==> src/hdl/c8x_pkg.sv <==
// Shared types and constants for the CHIP-8 execute unit.
`timescale 1ns / 1ps
package c8x_pkg;
    localparam int MEM_BYTES   = 4096;
    localparam int STACK_DEPTH = 16;
    localparam int SCREEN_W    = 64;
    localparam int SCREEN_H    = 32;
    localparam int MEM_AW      = 12;
    localparam int ROW_AW      = 5;
    localparam logic [11:0] PC_RESET = 12'h200;

    localparam logic [1:0] FUNC_EXEC = 2'd0;
    localparam logic [1:0] FUNC_MEMW = 2'd1;
    localparam logic [1:0] FUNC_ROWR = 2'd2;
    localparam logic [1:0] FUNC_MEMR = 2'd3;

    typedef struct packed {
        logic [1:0]  func;
        logic [15:0] opcode;
        logic [11:0] address;
        logic [7:0]  write_data;
        logic [15:0] keys;
        logic [7:0]  delay_now;
        logic [7:0]  random_byte;
    } t_in_word;

    typedef struct packed {
        logic [11:0] next_pc;
        logic [63:0] read_data;
        logic        screen_update;
        logic        unknown_opcode;
        logic        delay_write;
        logic        sound_write;
        logic [7:0]  timer_value;
        logic        waiting_for_key;
    } t_out_word;

    // datapath operations issued by the controller
    typedef enum logic [3:0] {
        OP_NONE,
        OP_LATCH,      // capture the word, reg reads, exec advances pc
        OP_SIMPLE,     // opcode effects applied in the decode state
        OP_MEM_RD,     // issue memory read at address or I+cnt
        OP_MEM_WR,     // write memory byte (func 1)
        OP_ROW_RD,     // issue frame row read
        OP_REG_TO_MEM, // Fx55 step
        OP_MEM_TO_REG, // Fx65 step
        OP_BCD_WR,     // Fx33 step
        OP_SPR_ROW,    // draw: read frame row (sprite byte in hand)
        OP_SPR_WR,     // draw: xor and write frame row
        OP_CLR_ROW,    // clear one frame row
        OP_FINISH      // finalize index, flags, pc and read data
    } t_dp_op;

    typedef struct packed {
        t_dp_op     op;
        logic [4:0] cnt;
    } t_dp_cmd;

    typedef struct packed {
        logic [1:0]  func;
        logic [3:0]  major;
        logic [7:0]  nn;
        logic [3:0]  x;
        logic [3:0]  n;
        logic [4:0]  yp;
    } t_dp_status;

    function automatic logic [7:0] mod10(input logic [7:0] v);
        logic [7:0] q;
        q = 8'((16'(v) * 16'd205) >> 11);
        return 8'(v - 8'(q * 8'd10));
    endfunction

    function automatic logic [7:0] div10(input logic [7:0] v);
        return 8'((16'(v) * 16'd205) >> 11);
    endfunction
endpackage

==> src/hdl/c8x_control.sv <==
// Sequencer that steps the datapath through each word.
`timescale 1ns / 1ps
module c8x_control
    import c8x_pkg::*;
(
    input  logic       i_clk,
    input  logic       i_rst_n,
    input  logic       i_valid,
    output logic       o_stall,
    input  t_dp_status i_status,
    output t_dp_cmd    o_cmd,
    output logic       o_valid,
    input  logic       i_stall
);
    typedef enum logic [3:0] {
        S_IDLE, S_DECODE, S_MEMRD, S_ROWRD, S_CLR, S_BCD, S_STORE,
        S_LOADRD, S_LOAD, S_SPRD, S_SPROW, S_SPWR, S_FIN, S_OUT
    } t_state;

    t_state     r_state;
    logic [4:0] r_cnt;
    logic       r_valid;
    logic       last_row;

    assign o_valid = r_valid;
    assign o_stall = (r_state != S_IDLE);
    assign last_row = (r_cnt + 5'd1 >= 5'(i_status.n)) ||
                      (6'(i_status.yp) + 6'(r_cnt) + 6'd1 >= 6'(SCREEN_H));

    always_comb begin
        o_cmd.cnt = r_cnt;
        unique case (r_state)
            S_IDLE:   o_cmd.op = i_valid ? OP_LATCH : OP_NONE;
            S_DECODE: o_cmd.op = (i_status.func == FUNC_EXEC) ? OP_SIMPLE :
                                 (i_status.func == FUNC_MEMW) ? OP_MEM_WR :
                                 (i_status.func == FUNC_ROWR) ? OP_ROW_RD : OP_MEM_RD;
            S_MEMRD:  o_cmd.op = OP_MEM_RD;
            S_ROWRD:  o_cmd.op = OP_ROW_RD;
            S_CLR:    o_cmd.op = OP_CLR_ROW;
            S_BCD:    o_cmd.op = OP_BCD_WR;
            S_STORE:  o_cmd.op = OP_REG_TO_MEM;
            S_LOADRD: o_cmd.op = OP_MEM_RD;
            S_LOAD:   o_cmd.op = OP_MEM_TO_REG;
            S_SPRD:   o_cmd.op = OP_MEM_RD;
            S_SPROW:  o_cmd.op = OP_SPR_ROW;
            S_SPWR:   o_cmd.op = OP_SPR_WR;
            S_FIN:    o_cmd.op = OP_FINISH;
            default:  o_cmd.op = OP_NONE;
        endcase
    end

    always_ff @(posedge i_clk) begin
        if (!i_rst_n) begin
            r_state <= S_IDLE;
            r_cnt   <= '0;
            r_valid <= 1'b0;
        end else begin
            unique case (r_state)
                S_IDLE: if (i_valid) r_state <= S_DECODE;
                S_DECODE: begin
                    r_cnt <= '0;
                    if (i_status.func == FUNC_EXEC) begin
                        if (i_status.major == 4'h0 && i_status.nn == 8'hE0)
                            r_state <= S_CLR;
                        else if (i_status.major == 4'hD && i_status.n != 4'd0)
                            r_state <= S_SPRD;
                        else if (i_status.major == 4'hF && i_status.nn == 8'h33)
                            r_state <= S_BCD;
                        else if (i_status.major == 4'hF && i_status.nn == 8'h55)
                            r_state <= S_STORE;
                        else if (i_status.major == 4'hF && i_status.nn == 8'h65)
                            r_state <= S_LOADRD;
                        else r_state <= S_FIN;
                    end else if (i_status.func == FUNC_MEMR) r_state <= S_MEMRD;
                    else if (i_status.func == FUNC_ROWR) r_state <= S_ROWRD;
                    else r_state <= S_FIN;
                end
                S_MEMRD: r_state <= S_FIN;
                S_ROWRD: r_state <= S_FIN;
                S_CLR: begin
                    r_cnt <= r_cnt + 5'd1;
                    if (r_cnt == 5'(SCREEN_H - 1)) r_state <= S_FIN;
                end
                S_BCD: begin
                    r_cnt <= r_cnt + 5'd1;
                    if (r_cnt == 5'd2) r_state <= S_FIN;
                end
                S_STORE: begin
                    r_cnt <= r_cnt + 5'd1;
                    if (r_cnt[3:0] == i_status.x) r_state <= S_FIN;
                end
                S_LOADRD: r_state <= S_LOAD;
                S_LOAD: begin
                    r_cnt <= r_cnt + 5'd1;
                    r_state <= (r_cnt[3:0] == i_status.x) ? S_FIN : S_LOADRD;
                end
                S_SPRD:  r_state <= S_SPROW;
                S_SPROW: r_state <= S_SPWR;
                S_SPWR: begin
                    r_cnt <= r_cnt + 5'd1;
                    r_state <= last_row ? S_FIN : S_SPRD;
                end
                S_FIN: begin
                    r_state <= S_OUT;
                    r_valid <= 1'b1;
                end
                S_OUT: if (!i_stall) begin
                    r_valid <= 1'b0;
                    r_state <= S_IDLE;
                end
                default: r_state <= S_IDLE;
            endcase
        end
    end

    a_out_hold: assert property (@(posedge i_clk) disable iff (!i_rst_n)
        (r_valid && i_stall) |=> r_valid) else $error("result dropped");
    a_busy: assert property (@(posedge i_clk) disable iff (!i_rst_n)
        r_valid |-> o_stall) else $error("accepting while result pending");
    a_fin: assert property (@(posedge i_clk) disable iff (!i_rst_n)
        (r_state == S_FIN) |=> r_valid) else $error("finish without result");
endmodule

==> config.mk <==
export PLATFORM = sky130hd
export DESIGN_NAME = c8x_control
export DESIGN_NICKNAME = d
export VERILOG_FILES = /design/src/hdl/c8x_pkg.sv /design/src/hdl/c8x_control.sv
export SDC_FILE = /design/constraint.sdc
export NUM_CORES = 1
export LEC_CHECK = 0
export BUFFER_PORTS_ARGS = -buffer_cell sky130_fd_sc_hd__buf_2
export CAP_MARGIN = 20
export CORE_MARGIN = 10
export CORE_UTILIZATION = 30
export CTS_BUF_LIST = sky130_fd_sc_hd__clkbuf_2
export CTS_CLUSTER_SIZE = 40
export DETAILED_ROUTE_END_ITERATION = 8
export PLACE_DENSITY = 0.51
export SLEW_MARGIN = 20
export SYNTH_ARGS = -nofsm -noshare
export SYNTH_HDL_FRONTEND = slang
export SYNTH_SLANG_ARGS = --single-unit
==> constraint.sdc <==
create_clock -name i_clk -period 2.2 [get_ports i_clk]
set_clock_uncertainty 0.1 [all_clocks]
set_input_delay 0.22 -clock i_clk [delete_from_list [all_inputs] [get_ports i_clk]]
set_output_delay 0.22 -clock i_clk [all_outputs]
set_load 0.05 [all_outputs]
==> results.md <==
- Total power: about 1800 uW
- Drt drc: 0
- Crit-path max FO: 4
- Post-synth EDFFs: 0
- CP arrival: about 2.2 ns
- Sequential element share of the synthesized area: between 10% and 20%
- Crit path from: r_cnt[0]$_SDFFE_PN0P_
- Final count of pins violating max slew: 0
- First-pass GRT wire length: between 6000 and 7000 um
- Data required, critical path: between 2 and 2.5 ns
- PortBufs: between 40 and 50
- Post-synth top area cell: ha_1
- TritonCTS Buffers: 3
- Diodes inserted: 0
- Hpwl dp: about 3400 um
- RSZ-0062 raised after global routing: false
- Synthesized Nets: between 200 and 250
- Die footprint: a little under 8000 um^2
- Ys flop type: dfxtp_1
- Layout cells sized above 1: approximately 30%
- Layout area overhead: 25.1%
- CTS tree: done
- Hold_buf cts: 0
- Placed inst area: between 1500 and 2000 um^2
- Pin count of the biggest net entering global routing: 13
- Mean Syn Cell Area: roughly 7.5 um^2
- Power Density: approximately 1000 nW/um^2
- Hold_sp: i_stall
- Startpoint Class: register
- Finish-stage setup viols: 0
- Via-to-Cell Ratio: between 5 and 6
- Worst setup margin: 0.0490 ns
- Area of the multi-input gates: ~1100 um^2
- Fillers: roughly 480
- Most common cell after layout, fill and taps aside: buf_2
- Netlist Area Pre-Place: approximately 1400 um^2
- Register bit total from synthesis: 10
- Final Hold Fails: 0
- Core Rows: 24
- TNS Setup: 0 ns
- Register area: ~210 um^2
- Die Wd: 87.8 um
- CTS Buffer Depth: 2
- Relative slew margins: a little over two thirds
- Vias: around 1500
- Synth warnings: 0
- Synth top area share: between 10% and 20%
- Mapped Cells: approximately 180
- Overall routing resource usage: a little over a tenth
- Largest cells by area after synthesis: ha_1, dfxtp_1, nand2_1
- GRT overflow: 0
- Vias in the first global route: between 1000 and 1500
- Die H: between 80 and 90 um
- Final period utilization: 97.8%
- Status: complete, no violations
- Synth async-reset ratio: 0%
- I/O Pins: 42
- Post-detailed-route count of antenna-violating nets: 0
- Initial drt markers: 189
- CTS H-tree lvls: 1
- Cell variety after synth: 50
- WL final: about 4000 um
- Core area: around 4400 um^2
- Clk slew on worst S/H paths: between 0.1 and 0.15 ns
- Slew @ Worst Pin: approximately 0.45 ns
- GPL Wtd Cong: ~0.80
- CP endpoint kind: register
- Worst r2r src: r_cnt[0]$_SDFFE_PN0P_
- Post-layout util: a little under 40%
- Fin crit period: approximately 2.2 ns
- Wire per inst: 14.1 um
- Latest clock arrival within the worst-skew pair: around 0.26 ns
- Dpl ws: 0.0878 ns
- Net count, final: around 280
- TritonCTS Sinks: 10
- Fin area: between 1500 and 2000 um^2
- Leak pwr: between 0.0008 and 0.0009 uW
- Worst min-delay path class: primary input to register
- Max-cap viol count: 0
- Highest-count cells in the layout ignoring fill and taps: buf_2, nand2_1, ha_1
- Worst Path Class, Setup: register to register
- F_max: approximately 460 MHz
- Drt first pass iters: 4
- Initial Util: a little under a third
- Initial antenna violation count: 0
- Root Buffer: clkbuf_2
- VDD IR max: around 0.40 mV
==> report_power, final <==
part / leakage, uW / total [uW] / switching, uW / internal [uW]
combinational: 0.000708 / 1370 / 860 / 512
sequential: 0.0000843 / 319 / 80.4 / 238
clock: 0.0000166 / 113 / 64.5 / 48.3
total: 0.000809 / 1800 / 1000 / 798
==> cell type report <==
class                           instances  share of cell area (%)
Clock buffer                            4                    1.16
Multi-Input combinational cell        151                    61.7
Tap cell                               52                    3.78
Inverter                               12                    2.61
Sequential cell                        10                    12.3
Timing Repair Buffer                   56                    18.4
==> logic make-up after synthesis <==
kind of cell | share of synthesized area [%]
simple gates | 28.3
compound gates | 26.8
buf+inv | 8.99
fa+ha+maj | 15.4
flops | 14.5
xor+xnor | 4.45
mux | 1.45
==> registers in the layout, indices dropped and copies added (netlist names) <==
| signal | count |
|---|---|
| r_cnt | 5 |
| r_state | 4 |
| o_valid | 1 |
==> stage by stage <==
stage / instances / hold slack (ns)
2_1_floorplan: 183 / 0.275
3_3_place_gp: 281 / 0.440
3_5_place_dp: 281 / 0.454
4_1_cts: 285 / 0.163
5_1_grt: 285 / 0.170
6_report: 285 / 0.183
==> critical path, cell delays in order (launching register included) <==
cell	delay [ns]
dfxtp_4	0.37
ha_2	0.18
and3_2	0.20
ha_1	0.28
or3_1	0.39
o31ai_1	0.20
nand2_1	0.08
a41o_1	0.25
==> timing repair <==
action / CTS / global route
setup buffers: 0 / 0
gates resized for setup: 0 / 2
setup endpoints to repair: 0 / 2
==> cell usage after synthesis (6+ instances only) <==
library cell and number:
nor3_1 8, ha_1 17, o21ai_0 14, nor2_1 10, a21oi_1 10, dfxtp_1 10
nand2_1 21, inv_1 12, xnor2_1 6
==> per-layer routing <==
| metal | GRT usage [%] | vias to the layer above | part of all wire (%) |
|---|---|---|---|
| li1 | - | 773 | - |
| met1 | 14.2 | 648 | 50 |
| met2 | 15.9 | 34 | 44 |
| met3 | 3.44 | 2 | 6.2 |
| met4 | 2.03 | 0 | 0.25 |
| met5 | 0 | - | 0 |
==> worst paths after layout <==
kind                        endpoint  slack, ns  depth (start not counted)
min          r_state[3]$_SDFFE_PN0P_       0.18                          3
max          r_state[2]$_SDFFE_PN0P_       0.05                          7
min reg2reg     o_valid$_SDFFE_PN0P_       0.51                          3
max reg2reg  r_state[2]$_SDFFE_PN0P_       0.05                          7
No activity file was read; power rests on OpenSTA's default activity.
